==> src/rtl/e2ct_pkg.sv <==
package e2ct_pkg;

  localparam logic [10:0] EPOCH_YEAR     = 11'd1970;
  localparam logic [8:0]  DAYS_YEAR      = 9'd365;
  localparam logic [8:0]  DAYS_LEAP_YEAR = 9'd366;
  localparam logic [16:0] MS_PER_SEC     = 17'd1000;
  localparam logic [16:0] HALF_SEC_MS    = 17'd500;
  localparam logic [16:0] SEC_PER_DAY    = 17'd86400;
  localparam logic [16:0] SEC_PER_MIN    = 17'd60;
  localparam logic [16:0] DAYS_PER_WEEK  = 17'd7;
  localparam logic [15:0] EPOCH_WEEKDAY  = 16'd3;
  localparam logic [4:0]  HOURS_HALF_DAY = 5'd12;

  // floor(2^32 / divisor), the quotient estimate is low by at most one
  localparam logic [29:0] RECIP_MS_PER_SEC    = 30'd4294967;
  localparam logic [29:0] RECIP_SEC_PER_DAY   = 30'd49710;
  localparam logic [29:0] RECIP_SEC_PER_MIN   = 30'd71582788;
  localparam logic [29:0] RECIP_DAYS_PER_WEEK = 30'd613566756;

  // divide phases, counted down to zero
  localparam logic [1:0] DIV_PH_MUL = 2'd3;
  localparam logic [1:0] DIV_PH_REM = 2'd2;
  localparam logic [1:0] DIV_PH_FIX = 2'd1;

  typedef enum logic [1:0] {
    CFG_ZONE   = 2'd0,
    CFG_TWELVE = 2'd1,
    CFG_BLINK  = 2'd2
  } cfg_idx_e;

  typedef enum logic [3:0] {
    DP_NOP,
    DP_LOAD,
    DP_DIV_STEP,
    DP_SPLIT_DAYS,
    DP_SPLIT_SOD,
    DP_SPLIT_MIN,
    DP_SPLIT_HOUR,
    DP_WEEKDAY,
    DP_YEAR_STEP,
    DP_MONTH_INIT,
    DP_MONTH_STEP,
    DP_EMIT
  } dp_op_e;

  typedef enum logic [3:0] {
    S_IDLE,
    S_DIV_MS,
    S_DIV_DAY,
    S_DIV_SOD,
    S_DIV_MIN,
    S_DIV_WD,
    S_YEAR,
    S_MONTH,
    S_EMIT
  } ctrl_state_e;

  typedef struct packed {
    logic [31:0] epoch_seconds;
    logic [31:0] elapsed_ms;
  } in_item_t;

  typedef struct packed {
    logic [5:0]  sec_of_minute;
    logic [5:0]  min_of_hour;
    logic [4:0]  hour_of_day;
    logic [4:0]  day_of_month;
    logic [3:0]  month_of_year;
    logic [10:0] calendar_year;
    logic [2:0]  weekday;
    logic [4:0]  display_hour;
    logic        is_pm;
    logic        colon_visible;
    logic        clamped_to_epoch;
  } out_item_t;

  typedef struct packed {
    logic [11:0] zone_offset_minutes;
    logic        twelve_hour;
    logic        blink_colon;
  } cfg_t;

  typedef struct packed {
    dp_op_e op;
  } cmd_t;

  typedef struct packed {
    logic div_done;
    logic year_done;
    logic month_done;
  } stat_t;

  // within 1970..2099 the only century year is 2000, a leap year, so divisible by 4 is enough
  function automatic logic is_leap(input logic [10:0] year);
    return (year[1:0] == 2'b00);
  endfunction

  function automatic logic [4:0] month_len(input logic [3:0] month, input logic leap);
    logic [4:0] len;
    case (month)
      4'd1:    len = 5'd31;
      4'd2:    len = leap ? 5'd29 : 5'd28;
      4'd3:    len = 5'd31;
      4'd4:    len = 5'd30;
      4'd5:    len = 5'd31;
      4'd6:    len = 5'd30;
      4'd7:    len = 5'd31;
      4'd8:    len = 5'd31;
      4'd9:    len = 5'd30;
      4'd10:   len = 5'd31;
      4'd11:   len = 5'd30;
      4'd12:   len = 5'd31;
      default: len = 5'd31;
    endcase
    return len;
  endfunction

endpackage

==> src/rtl/e2ct_dpath.sv <==
module e2ct_dpath (
  input  logic                clk_i,
  input  logic                rst_ni,
  input  e2ct_pkg::cmd_t      cmd_i,
  input  e2ct_pkg::cfg_t      cfg_i,
  input  e2ct_pkg::in_item_t  in_item_i,
  output e2ct_pkg::stat_t     stat_o,
  output e2ct_pkg::out_item_t out_item_o
);

  logic [31:0] base_q, base_d;
  logic [31:0] nm_q, nm_d;
  logic [31:0] dq_q, dq_d;
  logic [17:0] dr_q, dr_d;
  logic [16:0] dd_q, dd_d;
  logic [29:0] rc_q, rc_d;
  logic [1:0]  dcnt_q, dcnt_d;
  logic [15:0] days_q, days_d;
  logic [5:0]  sec_q, sec_d;
  logic [5:0]  min_q, min_d;
  logic [4:0]  hour_q, hour_d;
  logic [10:0] year_q, year_d;
  logic [3:0]  month_q, month_d;
  logic [2:0]  wd_q, wd_d;
  logic        colon_q, colon_d;
  logic        clamped_q, clamped_d;
  e2ct_pkg::out_item_t out_q, out_d;

  logic [61:0]        prod;
  logic [17:0]        qd;
  logic [31:0]        wall;
  logic signed [33:0] wall_s, zone_s, zone60_s, total_s;
  logic               leap;
  logic [8:0]         diy;
  logic [4:0]         mlen;
  logic [4:0]         hour12;

  // remainder is below twice the divisor, so 18 low bits are exact
  assign prod     = {30'd0, nm_q} * {32'd0, rc_q};
  assign qd       = dq_q[17:0] * {1'b0, dd_q};
  assign wall     = base_q + dq_q;
  assign wall_s   = $signed({{2{wall[31]}}, wall});
  assign zone_s   = $signed({{22{cfg_i.zone_offset_minutes[11]}}, cfg_i.zone_offset_minutes});
  assign zone60_s = (zone_s <<< 6) - (zone_s <<< 2);
  assign total_s  = wall_s + zone60_s;
  assign leap     = e2ct_pkg::is_leap(year_q);
  assign diy      = leap ? e2ct_pkg::DAYS_LEAP_YEAR : e2ct_pkg::DAYS_YEAR;
  assign mlen     = e2ct_pkg::month_len(month_q, leap);
  assign hour12   = (hour_q >= e2ct_pkg::HOURS_HALF_DAY) ? hour_q - e2ct_pkg::HOURS_HALF_DAY
                                                         : hour_q;

  assign stat_o.div_done   = (dcnt_q == 2'd0);
  assign stat_o.year_done  = (days_q < {7'd0, diy});
  assign stat_o.month_done = (days_q < {11'd0, mlen});

  always_comb begin
    base_d    = base_q;
    nm_d      = nm_q;
    dq_d      = dq_q;
    dr_d      = dr_q;
    dd_d      = dd_q;
    rc_d      = rc_q;
    dcnt_d    = dcnt_q;
    days_d    = days_q;
    sec_d     = sec_q;
    min_d     = min_q;
    hour_d    = hour_q;
    year_d    = year_q;
    month_d   = month_q;
    wd_d      = wd_q;
    colon_d   = colon_q;
    clamped_d = clamped_q;
    out_d     = out_q;
    case (cmd_i.op)
      e2ct_pkg::DP_LOAD: begin
        base_d = in_item_i.epoch_seconds;
        nm_d   = in_item_i.elapsed_ms;
        dd_d   = e2ct_pkg::MS_PER_SEC;
        rc_d   = e2ct_pkg::RECIP_MS_PER_SEC;
        dcnt_d = e2ct_pkg::DIV_PH_MUL;
      end
      e2ct_pkg::DP_DIV_STEP: begin
        case (dcnt_q)
          e2ct_pkg::DIV_PH_MUL: begin
            dq_d = {2'd0, prod[61:32]};
          end
          e2ct_pkg::DIV_PH_REM: begin
            dr_d = nm_q[17:0] - qd;
          end
          e2ct_pkg::DIV_PH_FIX: begin
            if (dr_q >= {1'b0, dd_q}) begin
              dq_d = dq_q + 32'd1;
              dr_d = dr_q - {1'b0, dd_q};
            end
          end
          default: begin
          end
        endcase
        dcnt_d = dcnt_q - 2'd1;
      end
      e2ct_pkg::DP_SPLIT_DAYS: begin
        colon_d   = !cfg_i.blink_colon || (dr_q < {1'b0, e2ct_pkg::HALF_SEC_MS});
        clamped_d = total_s[33];
        nm_d      = total_s[33] ? 32'd0 : total_s[31:0];
        dd_d      = e2ct_pkg::SEC_PER_DAY;
        rc_d      = e2ct_pkg::RECIP_SEC_PER_DAY;
        dcnt_d    = e2ct_pkg::DIV_PH_MUL;
      end
      e2ct_pkg::DP_SPLIT_SOD: begin
        days_d = dq_q[15:0];
        nm_d   = {15'd0, dr_q[16:0]};
        dd_d   = e2ct_pkg::SEC_PER_MIN;
        rc_d   = e2ct_pkg::RECIP_SEC_PER_MIN;
        dcnt_d = e2ct_pkg::DIV_PH_MUL;
      end
      e2ct_pkg::DP_SPLIT_MIN: begin
        sec_d  = dr_q[5:0];
        nm_d   = dq_q;
        dd_d   = e2ct_pkg::SEC_PER_MIN;
        rc_d   = e2ct_pkg::RECIP_SEC_PER_MIN;
        dcnt_d = e2ct_pkg::DIV_PH_MUL;
      end
      e2ct_pkg::DP_SPLIT_HOUR: begin
        min_d  = dr_q[5:0];
        hour_d = dq_q[4:0];
        nm_d   = {16'd0, days_q + e2ct_pkg::EPOCH_WEEKDAY};
        dd_d   = e2ct_pkg::DAYS_PER_WEEK;
        rc_d   = e2ct_pkg::RECIP_DAYS_PER_WEEK;
        dcnt_d = e2ct_pkg::DIV_PH_MUL;
      end
      e2ct_pkg::DP_WEEKDAY: begin
        wd_d   = dr_q[2:0];
        year_d = e2ct_pkg::EPOCH_YEAR;
      end
      e2ct_pkg::DP_YEAR_STEP: begin
        days_d = days_q - {7'd0, diy};
        year_d = year_q + 11'd1;
      end
      e2ct_pkg::DP_MONTH_INIT: begin
        month_d = 4'd1;
      end
      e2ct_pkg::DP_MONTH_STEP: begin
        days_d  = days_q - {11'd0, mlen};
        month_d = month_q + 4'd1;
      end
      e2ct_pkg::DP_EMIT: begin
        out_d.sec_of_minute    = sec_q;
        out_d.min_of_hour      = min_q;
        out_d.hour_of_day      = hour_q;
        out_d.day_of_month     = days_q[4:0] + 5'd1;
        out_d.month_of_year    = month_q;
        out_d.calendar_year    = year_q;
        out_d.weekday          = wd_q;
        out_d.display_hour     = !cfg_i.twelve_hour ? hour_q :
                                 (hour12 == 5'd0) ? e2ct_pkg::HOURS_HALF_DAY : hour12;
        out_d.is_pm            = (hour_q >= e2ct_pkg::HOURS_HALF_DAY);
        out_d.colon_visible    = colon_q;
        out_d.clamped_to_epoch = clamped_q;
      end
      default: begin
      end
    endcase
  end

  always_ff @(posedge clk_i) begin
    base_q    <= base_d;
    nm_q      <= nm_d;
    dq_q      <= dq_d;
    dr_q      <= dr_d;
    dd_q      <= dd_d;
    rc_q      <= rc_d;
    dcnt_q    <= dcnt_d;
    days_q    <= days_d;
    sec_q     <= sec_d;
    min_q     <= min_d;
    hour_q    <= hour_d;
    year_q    <= year_d;
    month_q   <= month_d;
    wd_q      <= wd_d;
    colon_q   <= colon_d;
    clamped_q <= clamped_d;
    out_q     <= out_d;
  end

  assign out_item_o = out_q;

  a_step_live: assert property (@(posedge clk_i) disable iff (!rst_ni)
    cmd_i.op == e2ct_pkg::DP_DIV_STEP |-> dcnt_q != 2'd0)
    else $error("divider stepped after its last phase");

  a_year_range: assert property (@(posedge clk_i) disable iff (!rst_ni)
    cmd_i.op == e2ct_pkg::DP_MONTH_INIT |-> year_q >= 11'd1970 && year_q <= 11'd2038)
    else $error("year walk left the supported range");

  a_day_range: assert property (@(posedge clk_i) disable iff (!rst_ni)
    cmd_i.op == e2ct_pkg::DP_EMIT |-> days_q < 16'd31 && month_q >= 4'd1 && month_q <= 4'd12)
    else $error("month walk left an out of range day or month");

  a_sod_range: assert property (@(posedge clk_i) disable iff (!rst_ni)
    cmd_i.op == e2ct_pkg::DP_SPLIT_SOD |-> dr_q < {1'b0, e2ct_pkg::SEC_PER_DAY})
    else $error("seconds of day out of range");

endmodule

==> src/rtl/e2ct_ctrl.sv <==
module e2ct_ctrl (
  input  logic            clk_i,
  input  logic            rst_ni,
  input  logic            in_valid_i,
  output logic            in_stall_o,
  output logic            out_valid_o,
  input  logic            out_stall_i,
  input  e2ct_pkg::stat_t stat_i,
  output e2ct_pkg::cmd_t  cmd_o
);

  e2ct_pkg::ctrl_state_e state_q, state_d;
  logic                  out_valid_q, out_valid_d;

  always_ff @(posedge clk_i or negedge rst_ni) begin
    if (!rst_ni) begin
      state_q     <= e2ct_pkg::S_IDLE;
      out_valid_q <= 1'b0;
    end else begin
      state_q     <= state_d;
      out_valid_q <= out_valid_d;
    end
  end

  always_comb begin
    state_d     = state_q;
    cmd_o.op    = e2ct_pkg::DP_NOP;
    in_stall_o  = 1'b1;
    out_valid_d = out_valid_q && out_stall_i;
    case (state_q)
      e2ct_pkg::S_IDLE: begin
        in_stall_o = 1'b0;
        if (in_valid_i) begin
          cmd_o.op = e2ct_pkg::DP_LOAD;
          state_d  = e2ct_pkg::S_DIV_MS;
        end
      end
      e2ct_pkg::S_DIV_MS: begin
        if (!stat_i.div_done) begin
          cmd_o.op = e2ct_pkg::DP_DIV_STEP;
        end else begin
          cmd_o.op = e2ct_pkg::DP_SPLIT_DAYS;
          state_d  = e2ct_pkg::S_DIV_DAY;
        end
      end
      e2ct_pkg::S_DIV_DAY: begin
        if (!stat_i.div_done) begin
          cmd_o.op = e2ct_pkg::DP_DIV_STEP;
        end else begin
          cmd_o.op = e2ct_pkg::DP_SPLIT_SOD;
          state_d  = e2ct_pkg::S_DIV_SOD;
        end
      end
      e2ct_pkg::S_DIV_SOD: begin
        if (!stat_i.div_done) begin
          cmd_o.op = e2ct_pkg::DP_DIV_STEP;
        end else begin
          cmd_o.op = e2ct_pkg::DP_SPLIT_MIN;
          state_d  = e2ct_pkg::S_DIV_MIN;
        end
      end
      e2ct_pkg::S_DIV_MIN: begin
        if (!stat_i.div_done) begin
          cmd_o.op = e2ct_pkg::DP_DIV_STEP;
        end else begin
          cmd_o.op = e2ct_pkg::DP_SPLIT_HOUR;
          state_d  = e2ct_pkg::S_DIV_WD;
        end
      end
      e2ct_pkg::S_DIV_WD: begin
        if (!stat_i.div_done) begin
          cmd_o.op = e2ct_pkg::DP_DIV_STEP;
        end else begin
          cmd_o.op = e2ct_pkg::DP_WEEKDAY;
          state_d  = e2ct_pkg::S_YEAR;
        end
      end
      e2ct_pkg::S_YEAR: begin
        if (!stat_i.year_done) begin
          cmd_o.op = e2ct_pkg::DP_YEAR_STEP;
        end else begin
          cmd_o.op = e2ct_pkg::DP_MONTH_INIT;
          state_d  = e2ct_pkg::S_MONTH;
        end
      end
      e2ct_pkg::S_MONTH: begin
        if (!stat_i.month_done) begin
          cmd_o.op = e2ct_pkg::DP_MONTH_STEP;
        end else begin
          state_d = e2ct_pkg::S_EMIT;
        end
      end
      e2ct_pkg::S_EMIT: begin
        if (!out_valid_q || !out_stall_i) begin
          cmd_o.op    = e2ct_pkg::DP_EMIT;
          out_valid_d = 1'b1;
          state_d     = e2ct_pkg::S_IDLE;
        end
      end
      default: begin
        state_d = e2ct_pkg::S_IDLE;
      end
    endcase
  end

  assign out_valid_o = out_valid_q;

  a_accept_starts: assert property (@(posedge clk_i) disable iff (!rst_ni)
    in_valid_i && !in_stall_o |=> state_q == e2ct_pkg::S_DIV_MS)
    else $error("accepted beat did not start a conversion");

  a_emit_sets_valid: assert property (@(posedge clk_i) disable iff (!rst_ni)
    cmd_o.op == e2ct_pkg::DP_EMIT |=> out_valid_q && state_q == e2ct_pkg::S_IDLE)
    else $error("finished result not presented");

  a_emit_no_overwrite: assert property (@(posedge clk_i) disable iff (!rst_ni)
    state_q == e2ct_pkg::S_EMIT && out_valid_q && out_stall_i |=> state_q == e2ct_pkg::S_EMIT)
    else $error("result register overwritten while held");

endmodule

==> src/rtl/epoch_to_calendar_time_unit.sv <==
// channel  direction  handshake                   payload
// in       input      in_valid_i / in_stall_o     in_item_i (epoch_seconds, elapsed_ms)
// out      output     out_valid_o / out_stall_i   out_item_o (time fields and flags)
// cfg      input      cfg_valid_i / cfg_ready_o   cfg_index_i, cfg_data_i
//
// one beat at a time: from accept to result, five constant divides (reciprocal multiply,
// remainder, one correction, hand-off), a year walk at one year per cycle, a month walk
// at one month per cycle (up to 11 months), plus month setup, walk exit and result write
// a new beat can be taken once the result sits in the output register
// async active-low reset clears control and configuration, config writes always ready
// a held output stalls only the final write of the next result

module epoch_to_calendar_time_unit (
  input  logic                clk_i,
  input  logic                rst_ni,
  input  logic                in_valid_i,
  output logic                in_stall_o,
  input  e2ct_pkg::in_item_t  in_item_i,
  output logic                out_valid_o,
  input  logic                out_stall_i,
  output e2ct_pkg::out_item_t out_item_o,
  input  logic                cfg_valid_i,
  output logic                cfg_ready_o,
  input  logic [1:0]          cfg_index_i,
  input  logic [11:0]         cfg_data_i
);

  e2ct_pkg::cfg_t  cfg_q, cfg_d;
  e2ct_pkg::cmd_t  cmd;
  e2ct_pkg::stat_t stat;

  assign cfg_ready_o = 1'b1;

  always_comb begin
    cfg_d = cfg_q;
    if (cfg_valid_i && cfg_ready_o) begin
      case (cfg_index_i)
        e2ct_pkg::CFG_ZONE:   cfg_d.zone_offset_minutes = cfg_data_i;
        e2ct_pkg::CFG_TWELVE: cfg_d.twelve_hour         = cfg_data_i[0];
        e2ct_pkg::CFG_BLINK:  cfg_d.blink_colon         = cfg_data_i[0];
        default: begin
        end
      endcase
    end
  end

  always_ff @(posedge clk_i or negedge rst_ni) begin
    if (!rst_ni) begin
      cfg_q <= '0;
    end else begin
      cfg_q <= cfg_d;
    end
  end

  e2ct_ctrl u_ctrl (
    .clk_i       (clk_i),
    .rst_ni      (rst_ni),
    .in_valid_i  (in_valid_i),
    .in_stall_o  (in_stall_o),
    .out_valid_o (out_valid_o),
    .out_stall_i (out_stall_i),
    .stat_i      (stat),
    .cmd_o       (cmd)
  );

  e2ct_dpath u_dpath (
    .clk_i      (clk_i),
    .rst_ni     (rst_ni),
    .cmd_i      (cmd),
    .cfg_i      (cfg_q),
    .in_item_i  (in_item_i),
    .stat_o     (stat),
    .out_item_o (out_item_o)
  );

endmodule
==> config.mk <==
export PLATFORM = sky130hd
export DESIGN_NAME = epoch_to_calendar_time_unit
export DESIGN_NICKNAME = d
export VERILOG_FILES = /design/src/rtl/e2ct_pkg.sv /design/src/rtl/e2ct_dpath.sv /design/src/rtl/e2ct_ctrl.sv /design/src/rtl/epoch_to_calendar_time_unit.sv
export SDC_FILE = /design/constraint.sdc
export NUM_CORES = 2
export LEC_CHECK = 0
export BUFFER_PORTS_ARGS = -buffer_cell sky130_fd_sc_hd__buf_2
export CAP_MARGIN = 20
export CORE_MARGIN = 2
export CORE_UTILIZATION = 49
export CTS_BUF_LIST = sky130_fd_sc_hd__clkbuf_8
export CTS_CLUSTER_SIZE = 20
export DETAILED_ROUTE_END_ITERATION = 8
export PLACE_DENSITY = 0.68
export SYNTH_ARGS = -nofsm -noshare
export SYNTH_HDL_FRONTEND = slang
export SYNTH_SLANG_ARGS = --single-unit
==> constraint.sdc <==
create_clock -name clk_i -period 7.7 [get_ports clk_i]
set_clock_uncertainty 0.15 [all_clocks]
set_input_delay 2.31 -clock clk_i [delete_from_list [all_inputs] [get_ports clk_i]]
set_output_delay 2.31 -clock clk_i [all_outputs]
set_load 0.01 [all_outputs]
==> flow_summary.ini <==
[grt]
grt_pass1_vias = 34500
grt_pass1_wl_microns = 202000
grt_max_degree = 78
grt_use_total_pct = 29.5
antenna_found_initial = 3
grt_overflow = 0

[detailed_routing]
routedWlPerCell_microns = 20.8
dr.pass1.iters = 6
num_vias = 33400
drt_wl_total_microns = 130000
viasPerCell = 5.36
drtIter0Drc = 2573
drc = 0
antenna_left = 0

[floorplan]
fp.dieW_microns = 300
die_h_microns = 300
start_util_pct = 49.5
dieArea_sq_mm = 0.0901
core_area_sq_mm = 0.0869
row_count = 108
num_io_pins = 134

[final_layout]
drive_above_1_share_pct = 17.6
syn_to_final_growth_pct = 16.6
nNetsFinal = 6369
mostFrequentLayoutCells = inv_1 (1038), fa_1 (629), ha_1 (557)
final_common_cell = inv_1
fillCellCount = 7617

[timing]
worstMarginPinSlew_ns = 1.04
fmax_mhz = 128
hold_violations = 0
fin_ws_ns = -0.118
maxSlewHeadroom_pct = 29.5
setup_violations = 9
finalCriticalPeriod_ns = 7.82
whs_ns = 0.263
maxSlewViolCount = 0
grt_setup_unrepaired = yes
fin_crit_sh_pct = 102

[logic_synthesis]
synth_nets = 5855
async_flop_share_pct = 7.72
syn_area_sq_mm = 0.0430
synth_top_area_cell = fa_1
yosysSeqAreaShare_pct = 17.0
netlist_instances = 4533
synth-edff-count = 227
synth_cell_type_count = 87
ys_ff_latch = 246
synth_warnings = 0
postSynthAreaPerCell_sq_um = 9.49
yosys_most_used_dff = edfxtp_1
synthTopCellsByArea = fa_1 (31%), ha_1 (17%), edfxtp_1 (16%), inv_1 (9.4%), xnor2_1 (3.2%)
synth_top_area_share_pct = 30.7

[worst_setup_path]
cp_slowest_cell = fa_1
worstPathArrival_ns = 8.06
worstPathRequired_ns = 7.94
worstPathMaxFanout = 7
start_kind = register
crit_path_end_kind = register
slowest_delay_ns = 0.56
critical_path_class = reg2reg
crit_top_cell = fa_1
r2r_setup_slack_ns = -0.12

[clock_network]
hold_buffers = 0
cts_buffers = 41
cts.sinks = 246
cts-root-buf = clkbuf_8
clock_latency_ns = 0.67
tritoncts = yes
clkTransAtPathRegs_ns = 0.07
clk_path_buf_depth = 3
htreeDepth = 2

[placement]
portBuffers = 132
place.gp.congestion = 1.00
dp_hpwl_microns = 111000

[job]
max-cap-violations = 0

[status]
violations = setup timing
status = finished with violations

[hold_path]
hold_class = reg2reg
## cell families after synthesis
logic type                 after synthesis  synth area share [%]
other                                    1               0.00872
adders and majority gates             1239                  47.6
xor gates and xnor gates               239                  4.87
DFF                                    246                  17.0
buffers and inverters                 1213                  10.7
and+or+nand+nor                       1036                  11.5
muxes                                   11                 0.274
AOI/OAI and AO/OA                      548                  8.14
## layer usage
| metal | up-vias | track usage [%] | part of all wire [%] |
|---|---|---|---|
| li1 | 15400 | - | - |
| met1 | 16500 | 40.7 | 42 |
| met2 | 1287 | 48.1 | 46 |
| met3 | 242 | 4.71 | 7.8 |
| met4 | 2 | 8.67 | 3.5 |
| met5 | - | 0 | 0.0085 |
## path summary, 6_finish.rpt
kind / cells past startpoint / from / to
worst max-delay path: 31 / u_dpath.rc_q[9] / u_dpath.dq_q[16]
worst min-delay path: 0 / u_dpath.wd_q[1] / u_dpath.out_item_o[9]
worst max register to register: 31 / u_dpath.rc_q[9] / u_dpath.dq_q[16]
worst min register to register: 0 / u_dpath.wd_q[1] / u_dpath.out_item_o[9]
max in group asynchronous: 1 / rst_ni / cfg_q[3]
min in group asynchronous: 1 / rst_ni / cfg_q[0]
## critical path: cells and delay by family (launching register included)
family | cells | cell delay (ns)
fa+ha+maj | 9 | 4.29
compound gates | 6 | 1.06
buf+inv | 10 | 0.84
flops | 1 | 0.42
simple gates | 4 | 0.38
xor+xnor | 1 | 0.29
mux | 1 | 0.11
## sequential cells by signal (all words and copies together) (netlist names), 4 cells and up
signal              flops
u_dpath.out_item_o     48
u_dpath.days_q         16
u_dpath.dq_q           32
u_dpath.year_q         11
u_dpath.min_q           6
u_dpath.month_q         4
cfg_q                  14
u_dpath.sec_q           6
u_dpath.hour_q          5
u_dpath.base_q         32
u_dpath.rc_q           10
u_dpath.dr_q           18
u_ctrl.state_q          4
u_dpath.nm_q           32
## repair_timing
item / 4_1_cts / 5_1_grt
buffers inserted: 21 / 19
endpoints found under the setup margin: 27 / 28
cloned: 1 / 0
resized for setup: 130 / 145
pin swaps: 129 / 151
## cell type report
cell class | instances | area [sq um] | area share [%]
multi-input cells | 3074 | 32000 | 63.8
flip-flops and latches | 246 | 7290 | 14.5
repair buffers | 602 | 4490 | 8.95
inverters | 1082 | 4080 | 8.14
well taps | 1155 | 1450 | 2.88
clock buffers | 42 | 578 | 1.15
clock inverters | 32 | 268 | 0.534
diodes | 1 | 2.50 | 0.00499
## through the flow
step | util [%] | setup WS, ns | setup TNS, ns | cells | area (sq um)
floorplan | - | -0.0375 | -0.0375 | 4533 | 43000
global placement | 55.2 | -0.547 | -7.30 | 6120 | 48000
detailed placement | 55.2 | -0.632 | -9.39 | 6121 | 48000
CTS | 57.0 | -0.0729 | -0.183 | 6217 | 49500
global route | 57.7 | -0.401 | -5.03 | 6234 | 50100
finish | 57.7 | -0.118 | -0.323 | 6234 | 50100
## synthesized netlist by cell type (all sizes together) (12+ instances only)
cell,count
clkbuf,99
fa,660
o21bai,12
a221oi,12
inv,1077
nand4,24
o31ai,12
nor2,273
buf,32
nor3,40
a22oi,20
nand2b,22
and3,30
o21a,17
xor2,80
o211ai,14
a21boi,12
nor2b,30
ha,579
a21o,61
a21oi,145
edfxtp,227
a211oi,13
and2,173
nand3,57
a31oi,20
dfrtp,19
o21ai,151
xnor2,159
nand2,337
Power is left out: the tool's default activity adds up to more than one toggle a clock period on the data nets, which glitch-free logic cannot reach.
